--- src/rtl/core/hsv2rgb_pkg.sv ---
// Shared types and constants for the HSV to RGB converter.
// No dependencies; used by hsv_to_rgb_converter_core.
`timescale 1ns / 1ps

package hsv2rgb_pkg;

    localparam int DEG_PER_SECTOR = 60;
    localparam int SECTORS        = 6;
    localparam int HUE_BITS       = 9;
    localparam int R_BITS         = 6;   // remainder within a sector, 0..59

    localparam logic [HUE_BITS-1:0] HUE_RANGE = HUE_BITS'(DEG_PER_SECTOR * SECTORS);

    typedef logic [2:0] sector_t;

    // Hue sectors, named by the colors at their ends
    localparam sector_t SEC_RY = 3'd0;
    localparam sector_t SEC_YG = 3'd1;
    localparam sector_t SEC_GC = 3'd2;
    localparam sector_t SEC_CB = 3'd3;
    localparam sector_t SEC_BM = 3'd4;
    localparam sector_t SEC_MR = 3'd5;

endpackage

--- src/rtl/core/hsv_to_rgb_converter_core.sv ---
// HSV to RGB converter: nine-stage pipeline with a valid/ready stall chain.
// Depends on hsv2rgb_pkg for sector codes and hue constants.
`timescale 1ns / 1ps

// Converts one pixel per clock while the output side keeps up, from hue
// (whole degrees), saturation and value to red, green and blue, all channels
// being CHANNEL_BITS-bit fractions where the all-ones code means one. Every
// item passes nine register stages. Each stage holds its item only while
// the stage after it is full and stalled, so bubbles are squeezed out and
// in_ready drops only when all nine stages are full and out_ready is low.
// Hues of 360 and above wrap modulo 360. The terms p, q and t are exact
// truncated products; divisions by 60 and by the channel maximum use
// reciprocal multiplies and end-around-carry folding, with no divider.
module hsv_to_rgb_converter_core #(
    parameter int CHANNEL_BITS = 8
) (
    input  logic                                  clk,
    input  logic                                  rst_n,
    input  logic                                  in_valid,
    output logic                                  in_ready,
    input  logic [hsv2rgb_pkg::HUE_BITS-1:0]      hue_deg,
    input  logic [CHANNEL_BITS-1:0]               sat,
    input  logic [CHANNEL_BITS-1:0]               val,
    output logic                                  out_valid,
    input  logic                                  out_ready,
    output logic [CHANNEL_BITS-1:0]               red,
    output logic [CHANNEL_BITS-1:0]               green,
    output logic [CHANNEL_BITS-1:0]               blue
);

    localparam int N          = CHANNEL_BITS;
    localparam int R_BITS     = hsv2rgb_pkg::R_BITS;
    localparam int HB         = hsv2rgb_pkg::HUE_BITS;
    localparam int DEG        = hsv2rgb_pkg::DEG_PER_SECTOR;
    localparam int STAGES     = 9;
    localparam int U_BITS     = N + 6;            // holds up to 60 * max channel
    localparam int X_BITS     = 2 * N;            // holds up to max channel squared
    localparam int SH         = U_BITS + 6;       // exact floor(x/60) for x < 2^U_BITS
    localparam int RECIP_BITS = N + 7;
    localparam int PROD_BITS  = U_BITS + RECIP_BITS;
    localparam longint unsigned RECIP_FULL = ((64'd1 << SH) + DEG - 1) / DEG;
    localparam logic [RECIP_BITS-1:0] RECIP_K  = RECIP_BITS'(RECIP_FULL);
    localparam logic [N-1:0]          CH_MAX   = {N{1'b1}};
    localparam logic [X_BITS-1:0]     MAX_M1_X = X_BITS'((64'd1 << N) - 2);
    localparam logic [U_BITS-1:0]     DEG_U    = U_BITS'(DEG);
    localparam logic [U_BITS-1:0]     DEG_M1_U = U_BITS'(DEG - 1);
    localparam logic [R_BITS-1:0]     DEG_R    = R_BITS'(DEG);

    // ---------------------------------------------------------------
    // Stall chain: a stage loads when it is empty or its successor loads
    // ---------------------------------------------------------------
    logic [STAGES:1] valid_reg;
    logic [STAGES:1] stage_en;

    always_comb
    begin
        stage_en[STAGES] = !valid_reg[STAGES] || out_ready;
        for (int k = STAGES - 1; k >= 1; k--)
        begin
            stage_en[k] = !valid_reg[k] || stage_en[k + 1];
        end
    end

    assign in_ready  = stage_en[1];
    assign out_valid = valid_reg[STAGES];

    always_ff @(posedge clk or negedge rst_n)
    begin
        if (!rst_n)
        begin
            valid_reg <= '0;
        end
        else
        begin
            if (stage_en[1])
            begin
                valid_reg[1] <= in_valid;
            end
            for (int k = 2; k <= STAGES; k++)
            begin
                if (stage_en[k])
                begin
                    valid_reg[k] <= valid_reg[k - 1];
                end
            end
        end
    end

    // sector and value travel with the item
    hsv2rgb_pkg::sector_t sec_reg [1:8];
    logic [N-1:0]         v_reg   [1:8];

    // ---------------------------------------------------------------
    // Stage 1: wrap hue, split into sector and remainder
    // ---------------------------------------------------------------
    logic [HB-1:0]        h_mod;
    logic [HB-1:0]        h_base;
    hsv2rgb_pkg::sector_t sec1_next;
    logic [R_BITS-1:0]    r1_next;
    logic [R_BITS-1:0]    r1_reg;
    logic [N-1:0]         s1_reg;

    always_comb
    begin
        h_mod = (hue_deg >= hsv2rgb_pkg::HUE_RANGE) ? hue_deg - hsv2rgb_pkg::HUE_RANGE
                                                     : hue_deg;
        priority if (h_mod >= HB'(DEG * 5))
        begin
            sec1_next = hsv2rgb_pkg::SEC_MR;
            h_base    = HB'(DEG * 5);
        end
        else if (h_mod >= HB'(DEG * 4))
        begin
            sec1_next = hsv2rgb_pkg::SEC_BM;
            h_base    = HB'(DEG * 4);
        end
        else if (h_mod >= HB'(DEG * 3))
        begin
            sec1_next = hsv2rgb_pkg::SEC_CB;
            h_base    = HB'(DEG * 3);
        end
        else if (h_mod >= HB'(DEG * 2))
        begin
            sec1_next = hsv2rgb_pkg::SEC_GC;
            h_base    = HB'(DEG * 2);
        end
        else if (h_mod >= HB'(DEG))
        begin
            sec1_next = hsv2rgb_pkg::SEC_YG;
            h_base    = HB'(DEG);
        end
        else
        begin
            sec1_next = hsv2rgb_pkg::SEC_RY;
            h_base    = '0;
        end
        r1_next = R_BITS'(h_mod - h_base);
    end

    always_ff @(posedge clk)
    begin
        if (stage_en[1])
        begin
            sec_reg[1] <= sec1_next;
            r1_reg     <= r1_next;
            s1_reg     <= sat;
            v_reg[1]   <= val;
        end
    end

    // ---------------------------------------------------------------
    // Stage 2: u_q = r*s, u_t = (60-r)*s, w = v*s
    // ---------------------------------------------------------------
    logic [U_BITS-1:0] uq2_next, ut2_next, uq2_reg, ut2_reg;
    logic [X_BITS-1:0] w2_next, w_reg [2:6];

    always_comb
    begin
        uq2_next = U_BITS'(r1_reg) * U_BITS'(s1_reg);
        ut2_next = U_BITS'(DEG_R - r1_reg) * U_BITS'(s1_reg);
        w2_next  = X_BITS'(v_reg[1]) * X_BITS'(s1_reg);
    end

    always_ff @(posedge clk)
    begin
        if (stage_en[2])
        begin
            uq2_reg    <= uq2_next;
            ut2_reg    <= ut2_next;
            w_reg[2]   <= w2_next;
            sec_reg[2] <= sec_reg[1];
            v_reg[2]   <= v_reg[1];
        end
    end

    // ---------------------------------------------------------------
    // Stage 3: a = floor(u/60) by reciprocal multiply
    // ---------------------------------------------------------------
    logic [PROD_BITS-1:0] pq3, pt3;
    logic [N-1:0]         aq3_reg, at3_reg;
    logic [U_BITS-1:0]    uq3_reg, ut3_reg;

    always_comb
    begin
        pq3 = PROD_BITS'(uq2_reg) * PROD_BITS'(RECIP_K);
        pt3 = PROD_BITS'(ut2_reg) * PROD_BITS'(RECIP_K);
    end

    always_ff @(posedge clk)
    begin
        if (stage_en[3])
        begin
            aq3_reg    <= pq3[SH +: N];
            at3_reg    <= pt3[SH +: N];
            uq3_reg    <= uq2_reg;
            ut3_reg    <= ut2_reg;
            w_reg[3]   <= w_reg[2];
            sec_reg[3] <= sec_reg[2];
            v_reg[3]   <= v_reg[2];
        end
    end

    // ---------------------------------------------------------------
    // Stage 4: b = u - 60*a, the remainder below 60
    // ---------------------------------------------------------------
    logic [U_BITS-1:0] bq4_full, bt4_full;
    logic [R_BITS-1:0] bq4_reg, bt4_reg;
    logic [N-1:0]      aq4_reg, at4_reg;

    always_comb
    begin
        bq4_full = uq3_reg - U_BITS'(aq3_reg) * DEG_U;
        bt4_full = ut3_reg - U_BITS'(at3_reg) * DEG_U;
    end

    always_ff @(posedge clk)
    begin
        if (stage_en[4])
        begin
            bq4_reg    <= bq4_full[R_BITS-1:0];
            bt4_reg    <= bt4_full[R_BITS-1:0];
            aq4_reg    <= aq3_reg;
            at4_reg    <= at3_reg;
            w_reg[4]   <= w_reg[3];
            sec_reg[4] <= sec_reg[3];
            v_reg[4]   <= v_reg[3];
        end
    end

    // ---------------------------------------------------------------
    // Stage 5: a*v and b*v + 59 (for the ceiling of b*v/60)
    // ---------------------------------------------------------------
    logic [X_BITS-1:0] avq5_next, avt5_next, avq5_reg, avt5_reg;
    logic [U_BITS-1:0] bvq5_next, bvt5_next, bvq5_reg, bvt5_reg;

    always_comb
    begin
        avq5_next = X_BITS'(aq4_reg) * X_BITS'(v_reg[4]);
        avt5_next = X_BITS'(at4_reg) * X_BITS'(v_reg[4]);
        bvq5_next = U_BITS'(bq4_reg) * U_BITS'(v_reg[4]) + DEG_M1_U;
        bvt5_next = U_BITS'(bt4_reg) * U_BITS'(v_reg[4]) + DEG_M1_U;
    end

    always_ff @(posedge clk)
    begin
        if (stage_en[5])
        begin
            avq5_reg   <= avq5_next;
            avt5_reg   <= avt5_next;
            bvq5_reg   <= bvq5_next;
            bvt5_reg   <= bvt5_next;
            w_reg[5]   <= w_reg[4];
            sec_reg[5] <= sec_reg[4];
            v_reg[5]   <= v_reg[4];
        end
    end

    // ---------------------------------------------------------------
    // Stage 6: e = floor((b*v + 59)/60)
    // ---------------------------------------------------------------
    logic [PROD_BITS-1:0] pq6, pt6;
    logic [N-1:0]         eq6_reg, et6_reg;
    logic [X_BITS-1:0]    avq6_reg, avt6_reg;

    always_comb
    begin
        pq6 = PROD_BITS'(bvq5_reg) * PROD_BITS'(RECIP_K);
        pt6 = PROD_BITS'(bvt5_reg) * PROD_BITS'(RECIP_K);
    end

    always_ff @(posedge clk)
    begin
        if (stage_en[6])
        begin
            eq6_reg    <= pq6[SH +: N];
            et6_reg    <= pt6[SH +: N];
            avq6_reg   <= avq5_reg;
            avt6_reg   <= avt5_reg;
            w_reg[6]   <= w_reg[5];
            sec_reg[6] <= sec_reg[5];
            v_reg[6]   <= v_reg[5];
        end
    end

    // ---------------------------------------------------------------
    // Stage 7: x = c + M - 1, so floor(x/M) is the ceiling of c/M
    // c = ceil(u*v/60) for q and t, c = v*s for p
    // ---------------------------------------------------------------
    logic [X_BITS-1:0] xq7_next, xt7_next, xp7_next;
    logic [X_BITS-1:0] xq7_reg, xt7_reg, xp7_reg;

    always_comb
    begin
        xq7_next = avq6_reg + X_BITS'(eq6_reg) + MAX_M1_X;
        xt7_next = avt6_reg + X_BITS'(et6_reg) + MAX_M1_X;
        xp7_next = w_reg[6] + MAX_M1_X;
    end

    always_ff @(posedge clk)
    begin
        if (stage_en[7])
        begin
            xq7_reg    <= xq7_next;
            xt7_reg    <= xt7_next;
            xp7_reg    <= xp7_next;
            sec_reg[7] <= sec_reg[6];
            v_reg[7]   <= v_reg[6];
        end
    end

    // ---------------------------------------------------------------
    // Stage 8: fold by M = 2^N - 1 and subtract from v
    // x < M*(2^N+1) keeps the folded remainder below 2M: one correction
    // ---------------------------------------------------------------
    function automatic logic [N-1:0] fold_sub(input logic [X_BITS-1:0] x,
                                              input logic [N-1:0]      v);
        logic [N:0]   rem;
        logic [N-1:0] quot;
        rem  = {1'b0, x[X_BITS-1:N]} + {1'b0, x[N-1:0]};
        quot = x[X_BITS-1:N] + N'(rem >= {1'b0, CH_MAX});
        return v - quot;
    endfunction

    logic [N-1:0] p8_reg, q8_reg, t8_reg;

    always_ff @(posedge clk)
    begin
        if (stage_en[8])
        begin
            p8_reg     <= fold_sub(xp7_reg, v_reg[7]);
            q8_reg     <= fold_sub(xq7_reg, v_reg[7]);
            t8_reg     <= fold_sub(xt7_reg, v_reg[7]);
            sec_reg[8] <= sec_reg[7];
            v_reg[8]   <= v_reg[7];
        end
    end

    // ---------------------------------------------------------------
    // Stage 9: sector mux into the output register
    // ---------------------------------------------------------------
    logic [N-1:0] red_next, green_next, blue_next;
    logic [N-1:0] red_reg, green_reg, blue_reg;

    always_comb
    begin
        unique case (sec_reg[8])
            hsv2rgb_pkg::SEC_RY:
            begin
                red_next = v_reg[8]; green_next = t8_reg;   blue_next = p8_reg;
            end
            hsv2rgb_pkg::SEC_YG:
            begin
                red_next = q8_reg;   green_next = v_reg[8]; blue_next = p8_reg;
            end
            hsv2rgb_pkg::SEC_GC:
            begin
                red_next = p8_reg;   green_next = v_reg[8]; blue_next = t8_reg;
            end
            hsv2rgb_pkg::SEC_CB:
            begin
                red_next = p8_reg;   green_next = q8_reg;   blue_next = v_reg[8];
            end
            hsv2rgb_pkg::SEC_BM:
            begin
                red_next = t8_reg;   green_next = p8_reg;   blue_next = v_reg[8];
            end
            default:
            begin
                red_next = v_reg[8]; green_next = p8_reg;   blue_next = q8_reg;
            end
        endcase
    end

    always_ff @(posedge clk)
    begin
        if (stage_en[9])
        begin
            red_reg   <= red_next;
            green_reg <= green_next;
            blue_reg  <= blue_next;
        end
    end

    assign red   = red_reg;
    assign green = green_reg;
    assign blue  = blue_reg;

    // ---------------------------------------------------------------
    // Assertions
    // ---------------------------------------------------------------
    a_accept_fills_stage1: assert property (@(posedge clk) disable iff (!rst_n)
        in_valid && in_ready |=> valid_reg[1])
        else $error("accepted item did not enter stage 1");

    a_stage1_split: assert property (@(posedge clk) disable iff (!rst_n)
        valid_reg[1] |-> (r1_reg < DEG_R) && (sec_reg[1] <= hsv2rgb_pkg::SEC_MR))
        else $error("hue split out of range");

    a_term_order: assert property (@(posedge clk) disable iff (!rst_n)
        valid_reg[8] |-> (p8_reg <= q8_reg) && (p8_reg <= t8_reg)
                         && (q8_reg <= v_reg[8]) && (t8_reg <= v_reg[8]))
        else $error("p/q/t terms out of order");

    a_ready_only_when_full: assert property (@(posedge clk) disable iff (!rst_n)
        in_ready == (!(&valid_reg) || out_ready))
        else $error("in_ready does not match pipeline occupancy");

endmodule

--- config.mk ---
export PLATFORM = sky130hd
export DESIGN_NAME = hsv_to_rgb_converter_core
export DESIGN_NICKNAME = d
export VERILOG_FILES = /design/src/rtl/core/hsv2rgb_pkg.sv /design/src/rtl/core/hsv_to_rgb_converter_core.sv
export SDC_FILE = /design/constraint.sdc
export NUM_CORES = 2
export LEC_CHECK = 0
export BUFFER_PORTS_ARGS = -buffer_cell sky130_fd_sc_hd__buf_2
export CORE_MARGIN = 5
export CORE_UTILIZATION = 31
export CTS_CLUSTER_SIZE = 30
export DETAILED_ROUTE_END_ITERATION = 8
export PLACE_DENSITY = 0.47
export SLEW_MARGIN = 10
export SYNTH_ARGS = -nofsm -noshare
export SYNTH_HDL_FRONTEND = slang
export SYNTH_SLANG_ARGS = --single-unit
--- constraint.sdc ---
create_clock -name clk -period 5.3 [get_ports clk]
set_input_delay 0.795 -clock clk [delete_from_list [all_inputs] [get_ports clk]]
set_output_delay 0.795 -clock clk [all_outputs]
set_load 0.005 [all_outputs]
==> run metrics <==
post-synthesis sequential area ratio 0.362; final wirelength 74400 µm; CTS Sinks 475; Reg2Reg Depth 20; most frequent cells in the layout 669 x ha_1, 584 x inv_1, 466 x edfxtp_1; GRT Max-Usage Layer met2; most common cell after layout, fill and taps aside ha_1; FF+latch count, synth 475; part of the cycle the worst path needs 0.937; worst hold path class primary input to flop; total gr overflow 0; CP arrival 5.33 ns; number of flip-flops in the largest register 80; n_diodes 0; GP Congestion 0.776; H-tree lvl count 2; max-cap violations 0; Worst Hold Depth 1; clock root cell clkbuf_16; worst rel slew slack 0.280; Post-DP Area 0.0419 mm²; Cells after Synth 3417; worst hold slack 0.344 ns; CTS tree yes; worst setup path category flop to flop; status completed; mean post-synth cell area 11.5 µm²; reg2reg start r1_reg[0]; Core Area 0.126 mm²; die width 366 µm; clock skew 0.0275 ns; global-route wire length before repair 128000 µm; nets 4535; Post-synth EDFFs 466; Ys Warns 0; Post-Syn Area 0.0393 mm²; PortBufs 54; CTS Buf Count 53; Max Clk Rate 0.201 GHz; DRT antenna net count 0; max-slew violations 0; post-synth cell types 68; async set or reset register ratio after synthesis 0.0189; DP HPWL 59500 µm; CP Data Required Time 5.66 ns; Cell Rows 130; final-report hold violation count 0; vias in the first global route 24800; actual slew at the worst max-slew pin 1.08 ns; Ports 55; met3 usage 0.0146; share of layout cells above drive strength 1 0.0678; CP Launch Type flop; design area 0.0436 mm²; P&R area growth vs syn 10.9%; post-synth net total 4426; Initial DRT Pass Iterations 5; Setup Viol. Count Final 0; DRC Markers 0; Starting Density 0.312; main flop type after synthesis edfxtp_1; Fillers 12600; CP Capture Type flop; Setup TNS 0 ns; largest net degree at the start of global routing 57; Seq. cell area 0.0142 mm²; clock slew at reported path FFs 0.07 ns; Multi-input gate area 0.0227 mm²; Die Footprint 0.134 mm²; met1 Use GR 0.160; via count 23000; GRT Overall Usage 0.114; die height 366 µm; CTS Buffer Depth 3; Via density 4.40; worst-skew pair later-pin latency 0.64 ns; hold path start val[7]; minimum clock period 4.97 ns; RSZ-0062 raised after global routing no; initial antenna violation count 0; drt wl/cell 14.2 µm; Iteration-0 DRC Markers 932; met2 GRT Util 0.190; CP startpoint r1_reg[0]; Max FO, Critical Path 10
[cells in the mapped netlist (11+ instances only)]
cell type,n,area [µm²]
a211oi_1,15,113
a21o_1,36,270
a21oi_1,124,621
and2_1,201,1260
clkbuf_1,51,191
edfxtp_1,466,14000
fa_1,311,6230
ha_1,669,8370
inv_1,586,2200
mux2_2,24,270
mux2i_1,17,170
nand2_1,256,961
nand2b_1,23,144
nand3_1,23,115
nor2_1,88,330
nor2b_1,31,194
nor3_1,26,130
o21a_1,18,135
o21ai_0,71,355
o21ai_1,11,55.1
o21bai_1,21,158
o22ai_1,18,113
xnor2_1,140,1230
xor2_1,55,482
[stage by stage]
stage	cells	utilization	setup slack (ns)
global route	5219	0.346	0.0203
floorplan	3417	-	0.333
detailed placement	5118	0.333	0.225
global placement	5118	0.333	0.284
CTS	5217	0.346	0.217
finish	5219	0.346	0.332
[cell families (layout without fill, tap and decap cells)]
kind of cell             count (synthesis)  count (layout)  synth area share
adder cells (fa/ha/maj)                980             980             0.371
buffers and inverters                  642             794            0.0613
AND/OR/NAND/NOR                        699             699            0.0887
flip-flops                             475             475             0.362
AO/OA/AOI/OAI                          383             383            0.0613
multiplexers                            42              42            0.0118
XOR/XNOR                               196             196            0.0441
[final cells by class]
class                      instances  area share
clock buffer                      62      0.0316
inverter                         586      0.0504
tap                             1650      0.0473
multi-input combinational       2300       0.521
timing repair buffer             110      0.0162
clock inverter                    36     0.00746
sequential                       475       0.326
[what timing repair did]
action	4_1_cts	5_1_grt
gates resized for setup	0	1
endpoints found under the hold margin	9	0
buffers inserted	0	2
hold buffers	1	0
endpoints found under the setup margin	0	1
[routing by layer]
metal / vias to the layer above / part of all wire
met5: - / 0
met4: 0 / 0.016
met3: 76 / 0.027
met2: 189 / 0.46
met1: 11000 / 0.50
li1: 11700 / -
[worst paths after layout]
kind / slack [ns] / to
min in group asynchronous: 0.55 / valid_reg[7]
hold / removal: 0.34 / v_reg[0][15]
hold reg to reg: 0.39 / aq4_reg[7]
max in group asynchronous: 4.55 / valid_reg[1]
setup reg to reg: 0.33 / ut2_reg[13]
setup / recovery: 0.33 / ut2_reg[13]
[worst max-delay path: stages (launching register included)]
cell and delay (ns):
edfxtp_1 0.40, buf_4 0.18, o21ai_0 0.21, xor2_1 0.13, and2_1 0.19, fa_1 0.48
inv_1 0.05, fa_1 0.53, inv_1 0.05, fa_1 0.48, inv_1 0.05, fa_1 0.47
inv_1 0.04, ha_1 0.31, a21oi_1 0.22, o21bai_1 0.09, a21oi_1 0.22, o21ai_0 0.17
a21o_1 0.20, a21oi_1 0.16, xnor2_1 0.08
Power is not shown: default switching activity piles up to over one toggle a cycle in this logic, so the estimate is an artifact.
